<file path="src/sv/psas_pkg.sv">
// Shared types and constants of the per-sensor average sorter.
// No dependencies; used by the controller, datapath and top level.
package psas_pkg;

  // Field widths fixed by the item format
  localparam int unsigned OP_W   = 2;
  localparam int unsigned ID_W   = 7;
  localparam int unsigned TEMP_W = 11;
  localparam int unsigned KEY_W  = TEMP_W + ID_W;

  // Opcodes
  localparam logic [OP_W-1:0] OP_ADD  = 2'd0;
  localparam logic [OP_W-1:0] OP_EOP  = 2'd1;
  localparam logic [OP_W-1:0] OP_READ = 2'd2;

  // Window of averages kept in average order (tenths)
  localparam logic signed [TEMP_W-1:0] AVG_LOW  = -11'sd500;
  localparam logic signed [TEMP_W-1:0] AVG_HIGH = 11'sd500;

  // Controller to datapath commands
  typedef struct packed {
    logic load_in;    // capture input item fields
    logic sc_rd_id;   // read sum/count store at reading id
    logic sc_rd_idx;  // read sum/count store at sweep index
    logic sc_wr;      // write updated sum/count at reading id
    logic idx_clr;
    logic idx_inc;
    logic div_start;
    logic av_wr;      // write average store at sweep index
    logic av_rd;      // read average store at sweep index (scan)
    logic scan_clr;
    logic emit;       // load output register
    logic ready_set;
    logic ready_clr;
    logic rewind;
  } psas_cmd_t;

  // Datapath to controller status
  typedef struct packed {
    logic id_ok;
    logic cnt_full;
    logic idx_last;
    logic div_done;
    logic out_busy;
    logic avg_ready;
  } psas_sts_t;

endpackage

</file>
<file path="src/sv/psas_ctrl.sv">
// Controller state machine of the per-sensor average sorter.
// Depends on psas_pkg; drives psas_dpath through command/status structs.
module psas_ctrl (
  input  logic                clk_i,
  input  logic                rst_ni,
  input  logic                in_valid_i,
  output logic                in_ready_o,
  input  logic [1:0]          opcode_i,
  input  psas_pkg::psas_sts_t sts_i,
  output psas_pkg::psas_cmd_t cmd_o
);
  import psas_pkg::*;

  localparam logic [3:0] S_IDLE    = 4'd0;
  localparam logic [3:0] S_ACC_RD  = 4'd1;
  localparam logic [3:0] S_ACC_WR  = 4'd2;
  localparam logic [3:0] S_EOP_RD  = 4'd3;
  localparam logic [3:0] S_EOP_LD  = 4'd4;
  localparam logic [3:0] S_EOP_DIV = 4'd5;
  localparam logic [3:0] S_EOP_WR  = 4'd6;
  localparam logic [3:0] S_SCAN    = 4'd7;
  localparam logic [3:0] S_SCAN_END = 4'd8;
  localparam logic [3:0] S_EMIT    = 4'd9;

  logic [3:0] state_q, state_d;

  assign in_ready_o = (state_q == S_IDLE);

  // Next state and commands
  always_comb begin
    state_d = state_q;
    cmd_o   = '0;
    case (state_q)
      S_IDLE: begin
        if (in_valid_i) begin
          cmd_o.load_in = 1'b1;
          case (opcode_i)
            OP_ADD: begin
              cmd_o.ready_clr = 1'b1;
              state_d = S_ACC_RD;
            end
            OP_EOP: begin
              cmd_o.idx_clr = 1'b1;
              state_d = S_EOP_RD;
            end
            OP_READ: begin
              cmd_o.idx_clr  = 1'b1;
              cmd_o.scan_clr = 1'b1;
              state_d = sts_i.avg_ready ? S_SCAN : S_EMIT;
            end
            default: state_d = S_IDLE;
          endcase
        end
      end
      S_ACC_RD: begin
        cmd_o.sc_rd_id = 1'b1;
        state_d = sts_i.id_ok ? S_ACC_WR : S_IDLE;
      end
      S_ACC_WR: begin
        cmd_o.sc_wr = !sts_i.cnt_full;
        state_d = S_IDLE;
      end
      S_EOP_RD: begin
        cmd_o.sc_rd_idx = 1'b1;
        state_d = S_EOP_LD;
      end
      S_EOP_LD: begin
        cmd_o.div_start = 1'b1;
        state_d = S_EOP_DIV;
      end
      S_EOP_DIV: begin
        if (sts_i.div_done) begin
          state_d = S_EOP_WR;
        end
      end
      S_EOP_WR: begin
        cmd_o.av_wr = 1'b1;
        if (sts_i.idx_last) begin
          cmd_o.ready_set = 1'b1;
          cmd_o.rewind    = 1'b1;
          state_d = S_IDLE;
        end else begin
          cmd_o.idx_inc = 1'b1;
          state_d = S_EOP_RD;
        end
      end
      S_SCAN: begin
        cmd_o.av_rd = 1'b1;
        if (sts_i.idx_last) begin
          state_d = S_SCAN_END;
        end else begin
          cmd_o.idx_inc = 1'b1;
        end
      end
      S_SCAN_END: state_d = S_EMIT;
      S_EMIT: begin
        if (!sts_i.out_busy) begin
          cmd_o.emit = 1'b1;
          state_d = S_IDLE;
        end
      end
      default: state_d = S_IDLE;
    endcase
  end

  always_ff @(posedge clk_i or negedge rst_ni) begin
    if (!rst_ni) begin
      state_q <= S_IDLE;
    end else begin
      state_q <= state_d;
    end
  end

  // Output register is never overwritten while its item waits
  a_emit_free: assert property (@(posedge clk_i) disable iff (!rst_ni)
    cmd_o.emit |-> !sts_i.out_busy) else $error("emit while output busy");

  // A store update always follows its read
  a_wr_after_rd: assert property (@(posedge clk_i) disable iff (!rst_ni)
    cmd_o.sc_wr |-> $past(cmd_o.sc_rd_id)) else $error("write without read");

  // Average written only with a finished quotient
  a_div_done: assert property (@(posedge clk_i) disable iff (!rst_ni)
    cmd_o.av_wr |-> sts_i.div_done) else $error("average written mid-division");

endmodule

</file>
<file path="config.mk">
export PLATFORM = sky130hd
export DESIGN_NAME = psas_ctrl
export DESIGN_NICKNAME = d
export VERILOG_FILES = /design/src/sv/psas_pkg.sv /design/src/sv/psas_ctrl.sv
export SDC_FILE = /design/constraint.sdc
export NUM_CORES = 1
export LEC_CHECK = 0
export BUFFER_PORTS_ARGS = -buffer_cell sky130_fd_sc_hd__buf_2
export CAP_MARGIN = 20
export CELL_PAD_IN_SITES_DETAIL_PLACEMENT = 0
export CELL_PAD_IN_SITES_GLOBAL_PLACEMENT = 1
export CORE_MARGIN = 4
export CORE_UTILIZATION = 27
export CTS_CLUSTER_SIZE = 16
export DETAILED_ROUTE_END_ITERATION = 10
export MAX_ROUTING_LAYER = met4
export PLACE_DENSITY = 0.73
export SETUP_SLACK_MARGIN = 0.4
export SLEW_MARGIN = 10
export SYNTH_ARGS = -nofsm -noshare
export SYNTH_HDL_FRONTEND = slang
export SYNTH_SLANG_ARGS = --single-unit
</file>
<file path="constraint.sdc">
create_clock -name clk_i -period 1.7 [get_ports clk_i]
set_input_delay 0.17 -clock clk_i [delete_from_list [all_inputs] [get_ports clk_i]]
set_output_delay 0.17 -clock clk_i [all_outputs]
set_load 0.005 [all_outputs]
</file>
## Word-level counts from Yosys, hierarchy flattened

Cells that the tools add are included.
W data, S select, Z words.

- Output and inout port bits: 15
- Input port bits: 11
- Word-level logic and storage cells: 54
- Flip-flop bits (word level): 4

- Reductions and logical operators: 6
- Equality and inequality tests: 15
- Muxes and demuxes: 32

Operator list:

| operator | number |
|---|---|
| $pmux W4 S9 | 1 |
| $mux W1 | 23 |
| $mux W4 | 5 |
| $eq A4 B3 Y1 const B | 4 |
| $pmux W4 S3 | 1 |
| $eq A4 B2 Y1 const B | 2 |
| $eq A4 B4 Y1 const B | 2 |
| $ne A2 B2 Y1 const B | 4 |
| $eq A4 B1 Y1 const B | 1 |
| $logic_not A4 Y1 | 1 |
| $mux W2 | 2 |
| $reduce_and A4 Y1 | 1 |
| $reduce_or A2 Y1 | 2 |
| $eq A2 B1 Y1 const B | 1 |
| $eq A2 B2 Y1 const B | 1 |
| $logic_not A2 Y1 | 1 |
| $logic_not A1 Y1 | 1 |

## Logic depth before layout (Yosys ltp)

Gate-level depths: netlist (run 1).

- Word-level depth: 5
- Gate-level depth with buffers: 6
- Mapped depth without buffers: 6

## Worst setup path before layout (run 1)

No wires, ideal clock.

- Path kind: register to register
- From: register state_q[3]
- To: register state_q[3]
- Path slack: 174 ps
- Path buffers: 0
- Library setup time: 121 ps
- Arrival: 1405 ps
- Stages on the path, launching flop included: 5
- Path through: dfrtp_1 nand2b_2 or4b_1 o31a_1 a22o_1

- Cells in the longest elaborated chain, start to end: 3

RTL lines:

| item | RTL line | text |
|---|---|---|
| start, declared | psas_ctrl.sv:25 | `logic [3:0] state_q, state_d;` |
| start signal, assigned | psas_ctrl.sv:110 | `state_q <= state_d;` |
| $eq A4 B3 Y1, or another cell as far along | psas_ctrl.sv:33 | `case (state_q)` |
| $ne A2 B2 Y1 (no line) | - |  |
| $reduce_and A4 Y1 (no line) | - |  |

Several ways; a longest one is shown, not always the timed one.
A chain may end at the register's enable or synchronous reset.

==> run summary, run 1 <==
The run finished with clean final reports. For this design the top-level I/O count stands at 26. The first detailed-routing pass ran for 4 iterations. In this run, synthesis inferred 0 flip-flops with an integrated enable. The die is 48.8 µm wide. The cell family contributing the most delay on the critical path is simple AND/OR/NAND/NOR gates. The register with the highest flop count was state_q. The proportion of netlist area held by the largest area contributor came out at 22.2%. The utilization after layout was 55.8%; the die footprint was 2390 µm². The tool flagged a number of max-cap violations equal to 0. For this run, design rule violations remaining after detail routing come to 0. After clock tree synthesis, the clock-pin slew on the worst setup and hold paths is 0.04 ns. The logs give 602 for the number of global-route vias before repair and 3 for the number of clock buffers inserted by TritonCTS.

Async set or reset register ratio after synthesis: 100%. For this design the static power due to leakage is 0.421 nW. For this run, the top clock speed supported by timing is 0.634 GHz. The synthesized design spends more area on one cell type than any other, namely dfrtp_1. The multi-input combinational cells in the finished layout cover a total of 415 µm². Setup repair after global routing could not meet its margin everywhere. The vertical die dimension was 48.8 µm; the number of antenna violations at the first check in global routing was 0. The depth of the CTS H-tree is 1. Fill cells in the final layout number 158. The most used flip-flop cell after synthesis is dfrtp_1. Clock tree synthesis found a total of 4 sinks. The normalized max-slew margin was 81.3%. Entering global routing, the biggest net connects 16 pins. The total number of vias is 614.

The global-route usage over all layers was 14.0%. The logs give 0 for the remaining global-route overflow and 450 µm² for the area of the mapped netlist. The vias per cell was 5.43.

The count of buffers added on input and output ports is 25. The logs give 113 for the net total in the final layout and 10 for the number of design-rule violations left by the first detailed-router iteration. Summed over all nets, the half-perimeter wirelength after detailed placement is 1.08 mm. Setup violations remaining at the end of the flow were counted as 0. Counting every net in the synthesized netlist gives 75. Synthesis inferred 4 register bits. The placed instances occupy a cell area of 621 µm². For the hold slack, the log shows 0.221 ns. Category of the worst setup path launch point: a flip-flop. Dividing the detail-routed wire length by the instance count gives 14.5 µm. In the final layout, the registers with the most flip-flops are state_q x4.

On the worst path, the slowest cell contributes a delay of 0.39 ns. After routing the design area is 860 µm². The setup slack after layout was 0.123 ns; the critical path arrival was 1.41 ns. The clock skew came out at 0.00651 ns. Counting tap cells, the placed design contains a total of 102 instances.

In this run the power density over the cells is 1500 nW/µm². The finished layout holds 113 standard cells, fillers aside. The critical path start-end classification is reg -> out. The path class of the tightest hold or removal check is in -> reg. The register with the most flip-flops in the layout has 4 of them. The tree is rooted in a clkbuf_4. The tools report the worst setup timing slack at the placement stage as 0.177 ns.

The fraction of layout instances using a drive strength above 1 came out at 57.7%. The maximum buffer depth of the clock tree is 2, and the global-route wire length before repair is 2.64 mm. The maximum fanout along the worst path is 5, and the sequential cell area is 101 µm². The run gives 0 as the number of hold violations in the final report. The logs give 27 for the number of different library cells in the post-synthesis netlist and 1540 µm² for the standard cell core area. From synthesis to final layout, the design area changed by 90.8%.

Required time of the critical path: 1.53 ns. The synthesized netlist cell count is 61. The effective utilization at floorplan was 29.2%.

By area the synthesized netlist is led by dfrtp_1, ha_1, nor3_1. TritonCTS built the clock tree. The maximum VDD drop came out at 632 µV.

Setup total negative slack on the finished layout was measured at 0 ns. The residual antenna-violating net count after detailed routing was 0; the number of synthesis warnings was 0. After layout, the minimum clock period comes to 1.58 ns. The logs give 1.64 mm for the sum of routed wire length over all layers and 14 for the number of core rows. The antenna diode count was 0.

Together, buffers and inverters on the worst path number 2. The number of slew-limit violations in the final report is 0. Walking the worst path, the cells encountered are buf_6, nor4_4, and3_1, buf_2. In the finished design, the share of the clock period the worst path needs comes to 92.8%. The design draws 1.29 mW.

Slowest cell on the critical path: dfrtp_1. The worst-margin pin slew was 0.279 ns. Final weighted congestion in routability-driven placement: 0.791.

The worst setup path is captured at an output port. After synthesis, the mean cell area works out to 7.38 µm². Clock latency on the worst-skew pair, taken at its later pin, is 0.24 ns. The tools report the sequential cell area fraction in the yosys report as 22.2%.
metal layers:
| layer | global-route usage (%) | part of all wire, % |
|---|---|---|
| met2 | 21.7 | 48 |
| met3 | 2.14 | 5.4 |
| met1 | 17.6 | 44 |
| met5 | - | 0 |
| met4 | 6.73 | 2.1 |
synthesized netlist by cell type, types with 3 or more instances:
library cell,number
nor2_1,3
and3_1,3
ha_1,3
clkbuf_1,3
inv_1,4
nor4_1,4
nand2_1,4
nor3_1,7
dfrtp_1,4
a21oi_1,3
final timing paths:
kind | startpoint | slack (ns) | end | cells past startpoint
min reg2reg | state_q[0]$_DFFE_PN0P_ | 0.67 | state_q[0]$_DFFE_PN0P_ | 2
max reg2reg | state_q[3]$_DFFE_PN0P_ | 0.15 | state_q[3]$_DFFE_PN0P_ | 4
max in group asynchronous | rst_ni | 1.29 | state_q[1]$_DFFE_PN0P_ | 2
min in group asynchronous | rst_ni | 0.27 | state_q[1]$_DFFE_PN0P_ | 2
min | sts_i[1] | 0.22 | state_q[3]$_DFFE_PN0P_ | 2
max | state_q[3]$_DFFE_PN0P_ | 0.12 | cmd_o[4] | 4
logic make-up (layout without fill, tap and decap cells):
| kind of cell | count (synthesis) | count (layout) | synth area share (%) |
|---|---|---|---|
| AOI/OAI and AO/OA | 15 | 15 | 23.1 |
| DFF | 4 | 4 | 22.2 |
| buffers and inverters | 10 | 46 | 10.0 |
| muxes | 1 | 1 | 2.22 |
| adders and majority gates | 3 | 3 | 8.33 |
| and+or+nand+nor | 28 | 28 | 34.2 |
where the power goes:
group,switching [mW],internal [mW],leakage (nW)
registers,0.0432,0.137,0.0507
clock network,0.0471,0.0795,0.0138
logic,0.494,0.486,0.356
worst reg2reg max path: stages (launching register included):
cell      delay (ns)
dfrtp_1         0.39
nand2b_4        0.19
or4b_4          0.50
o31a_1          0.16
a22o_1          0.20
cells in the final DEF (no fill, tap or decap), types with 2 or more instances in the layout:
cell	instances
dfrtp_1	3
buf_2	23
a21oi_1	3
inv_1	3
buf_4	5
buf_6	7
clkbuf_4	3
nor3_1	4
nor2_1	2
nor3_2	2
o211ai_1	2
a31oi_1	2
nor4_4	3
ha_1	3
o21ai_0	2
and3_1	3
nand2_1	2
nor2b_1	2
inv_4	2
area by class of cell:
type	count	share of cell area [%]
multi-input cells	47	48.3
repair buffers	38	32.2
flip-flops and latches	4	11.8
inverters	5	2.77
clock buffers	3	2.62
well taps	16	2.33
timing repair:
item,4_1_cts,5_1_grt
endpoints found under the hold margin,4,0
cloned,0,0
setup buffers,5,2
resized for setup,20,13
pin swaps,8,6
hold buffers,1,0
endpoints found under the setup margin,17,19
(Power assumes the default switching activity.)
==> inputs of run 2 (changes only) <==
--- a/config.mk
+++ b/config.mk
@@ -10,11 +10,11 @@
 export CELL_PAD_IN_SITES_DETAIL_PLACEMENT = 0
 export CELL_PAD_IN_SITES_GLOBAL_PLACEMENT = 1
 export CORE_MARGIN = 4
-export CORE_UTILIZATION = 27
+export CORE_UTILIZATION = 25
 export CTS_CLUSTER_SIZE = 16
 export DETAILED_ROUTE_END_ITERATION = 10
 export MAX_ROUTING_LAYER = met4
-export PLACE_DENSITY = 0.73
+export PLACE_DENSITY = 0.71
 export SETUP_SLACK_MARGIN = 0.4
 export SLEW_MARGIN = 10
 export SYNTH_ARGS = -nofsm -noshare
==> constraint.sdc (replaced) <==
create_clock -name clk_i -period 1.45 [get_ports clk_i]
set_input_delay 0.145 -clock clk_i [delete_from_list [all_inputs] [get_ports clk_i]]
set_output_delay 0.145 -clock clk_i [all_outputs]
set_load 0.005 [all_outputs]
==> run 2 against run 1 <==
The run now ends with negative setup slack left. Clock power grew 28%. Global-route usage grew 1.7 points. Utilization shrank 1.8 points. Critical path type unchanged.
==> run summary, run 2 (synthesis gave the netlist of run 1 again) <==
The flow ran to the end, but the final reports show violations. The checks that failed: negative setup slack. Vias per cell: 4.84 (-11%). The maximum VDD drop was 817 µV (+29%). Total DRC errors in the routed layout: 0 (unchanged). The power density relative to cell area is 1790 nW/µm² (+19%).

Dividing the final minimum period by the clock period gives 108%. The run gives 0 (unchanged) as the number of slew-limit violations in the final report. The tools report the normalized max-slew margin as 84.0% (+2.7 points). The maximum buffer depth of the clock tree was 2 (unchanged).

The share of power burned in the clock network was 9.9% (about the same). Internal cell power: 0.933 mW (+33%). The switching part of the total is 43.4% (-2.0 points), and the total number of vias is 634 (+3.3%).

The clock transition at the registers of the reported paths was 0.04 ns (about the same). The largest registers in the layout are state_q x4. Wire length per cell: 13.1 µm (-9.6%).

Setup total negative slack: -0.547 ns (-0.547 ns). The tools report the depth of the CTS H-tree as 1 (unchanged). TritonCTS built the clock tree.

The path class of the tightest hold or removal check is in -> reg. Part of the total power dissipated in sequential elements: 12.4% (-1.6 points). The fraction of layout instances using a drive strength above 1 was 65.1% (+7.4 points); the number of buffers inserted by port buffering was 25 (unchanged).

The effective utilization at floorplan is 26.4% (-2.8 points), and the number of core rows is 15 (+1). The tools report the antenna diode count as 0 (unchanged). The logs give 0 (unchanged) for the remaining global-route overflow and 0.830 (+4.8%) for the final weighted congestion in routability-driven placement. Logic depth of the worst register-to-register path: 5 (+1).

The number of antenna violations at the first check in global routing is 0 (unchanged), and the final instance count without filler cells is 131 (+16%). The worst stage delay on the critical path was 0.38 ns (about the same). The maximum fanout along the worst path came out at 5 (unchanged). The worst register-to-register path begins at state_q[0]$_DFFE_PN0P_. The number of detailed-routing iterations run before antenna repair is 3 (-1). The count of final setup violators came out at 9 (+9).

The top cell types in the final layout, fill and taps aside, are buf_2, buf_4, buf_6. The run gives 77.8% (+1.6 points) as the share of total power in combinational logic. The flip-flop count of the largest register after layout came out at 4 (unchanged). The die footprint was 2540 µm² (+6.7%).

The worst-margin pin slew is 0.240 ns (-0.0391 ns). The setup slack after layout was -0.111 ns (-0.233 ns); the cell area after placement was 674 µm² (+8.7%). The tools report the number of primary I/O pins as 26 (unchanged).

The tools report the category of the worst setup path launch point as a flip-flop. For the hold slack, the log shows 0.195 ns (-0.0266 ns). The run gives 13 (-3) as the largest net degree at the start of global routing.

The nature of the critical path endpoint is an output port. For the global-route met3 utilization, the log shows 2.97% (+0.83 points). The met2 usage is 29.3% (+7.6 points). The required time of the critical path came out at 1.31 ns (-0.22 ns). The tools report the sum of routed wire length over all layers as 1.72 mm (+4.8%). The register with the highest flop count was state_q. The final-layout fill cell count was 167 (+5.7%). The residual antenna-violating net count after detailed routing was 0 (unchanged); the maximum clock frequency was 0.641 GHz. The cell at the root of the clock tree was clkbuf_4.

The HPWL after detailed placement is 1.10 mm (+1.8%). The largest individual stage delay along the critical path comes from the cell dfrtp_1. For the number of hold violations in the final report, the log shows 0 (unchanged). In this run the critical register-to-register path is captured at state_q[1]$_DFFE_PN0P_.

The leakage power total came out at 0.471 nW (+12%). In this run the most used layer during global routing was met2. Setup repair after global routing could not meet its margin everywhere. For the number of global-route vias before repair, the log shows 640 (+6.3%). The number of clock buffers inserted by TritonCTS was 3 (unchanged); the die extent in x was 50.4 µm (+3.3%). The final critical delay including setup and external delays is 1.56 ns, and the standard cell core area is 1710 µm² (+11%).

The reg2reg setup slack was -0.07 ns (-0.22 ns); the synthesis-to-layout area growth was 105%. The run gives 1.42 ns (about the same) as the critical path arrival. The global-route usage over all layers was 15.7% (+1.7 points). The sum of internal, switching and leakage power is 1.65 mW (+28%), and the area of all placed cells without fillers is 922 µm² (+7.3%). The net total in the final layout came out at 121 (+7.1%). The vertical die dimension came out at 50.4 µm (+3.3%). Hold path endpoint: state_q[3]$_DFFE_PN0P_. Walking the worst path, the cells encountered are buf_6, nor4_4, buf_4, and3_1, buf_2.

For the number of cells in the design after placement, the log shows 115 (+13%). The critical path start-end classification was reg -> out. The utilization after layout was 54.0% (-1.8 points); the global-route wire length before repair was 2.90 mm (+9.9%). For the net switching power, the log shows 0.716 mW (+22%). The number of sinks handled by clock tree synthesis was 4 (unchanged). The clock skew came out at 0.00325 ns (-0.00326 ns). The startpoint identified for the worst hold timing path is sts_i[1]. Leaving out fill and tap cells, the most frequent cell in the layout is buf_2. The number of design-rule violations left by the first detailed-router iteration was 15 (+5); the insertion delay to the later sink of the worst-skew pair was 0.25 ns (about the same). The run gives -0.00960 ns (-0.187 ns) as the worst setup timing slack at the placement stage. The count of max-cap constraint violations came out at 0 (unchanged). The number of cells traversed by the worst hold path is 2 (unchanged), and the met1 global-route usage is 16.2% (-1.4 points).
## run 2: timing repair
item                                   4_1_cts  5_1_grt
setup endpoints to repair                   19       19
pin swaps                                    5        1
buffers inserted                             9        2
endpoints found under the hold margin        4        0
resized for setup                           20        9
hold buffers                                 1        0
## run 2: layer usage
metal / vias up / wire, µm / part of all wire, %
met5: - / 0 / 0
met4: 0 / 21 / 1.2
met3: 2 / 61 / 3.6
met2: 17 / 896 / 52
met1: 301 / 737 / 43
li1: 314 / - / -
## run 2: layout make-up
type                       count  area [µm²]  area share (%)
sequential                     4         101            11.0
inverter                       5        26.3            2.85
multi-input combinational     47         417            45.2
tap                           25        31.3            3.39
clock buffer                   4        26.3            2.85
timing repair buffer          46         320            34.7
## run 2: worst max path at each step
stage	to	from	slack [ns]
global route	cmd_o[4]	state_q[0]$_DFFE_PN0P_	-0.19
detailed placement	state_q[3]$_DFFE_PN0P_	state_q[3]$_DFFE_PN0P_	-0.01
floorplan	state_q[3]$_DFFE_PN0P_	state_q[0]$_DFFE_PN0P_	-0.03
finish	cmd_o[4]	state_q[0]$_DFFE_PN0P_	-0.11
CTS	cmd_o[9]	state_q[0]$_DFFE_PN0P_	-0.12
global placement	cmd_o[4]	state_q[3]$_DFFE_PN0P_	-0.03
## run 2: critical path: cells and delay by family, from the launching register on
kind / cells / cell delay, ns
buf+inv: 3 / 0.40
flops: 1 / 0.38
simple gates: 2 / 0.40
## run 2: power groups by stage
stage,logic [mW],registers [mW],clock network (mW)
floorplan,0.516,0.204,0
global placement,0.806,0.205,0
detailed placement,0.798,0.208,0
CTS,1.17,0.203,0.164
global route,1.38,0.208,0.184
finish,1.28,0.204,0.162
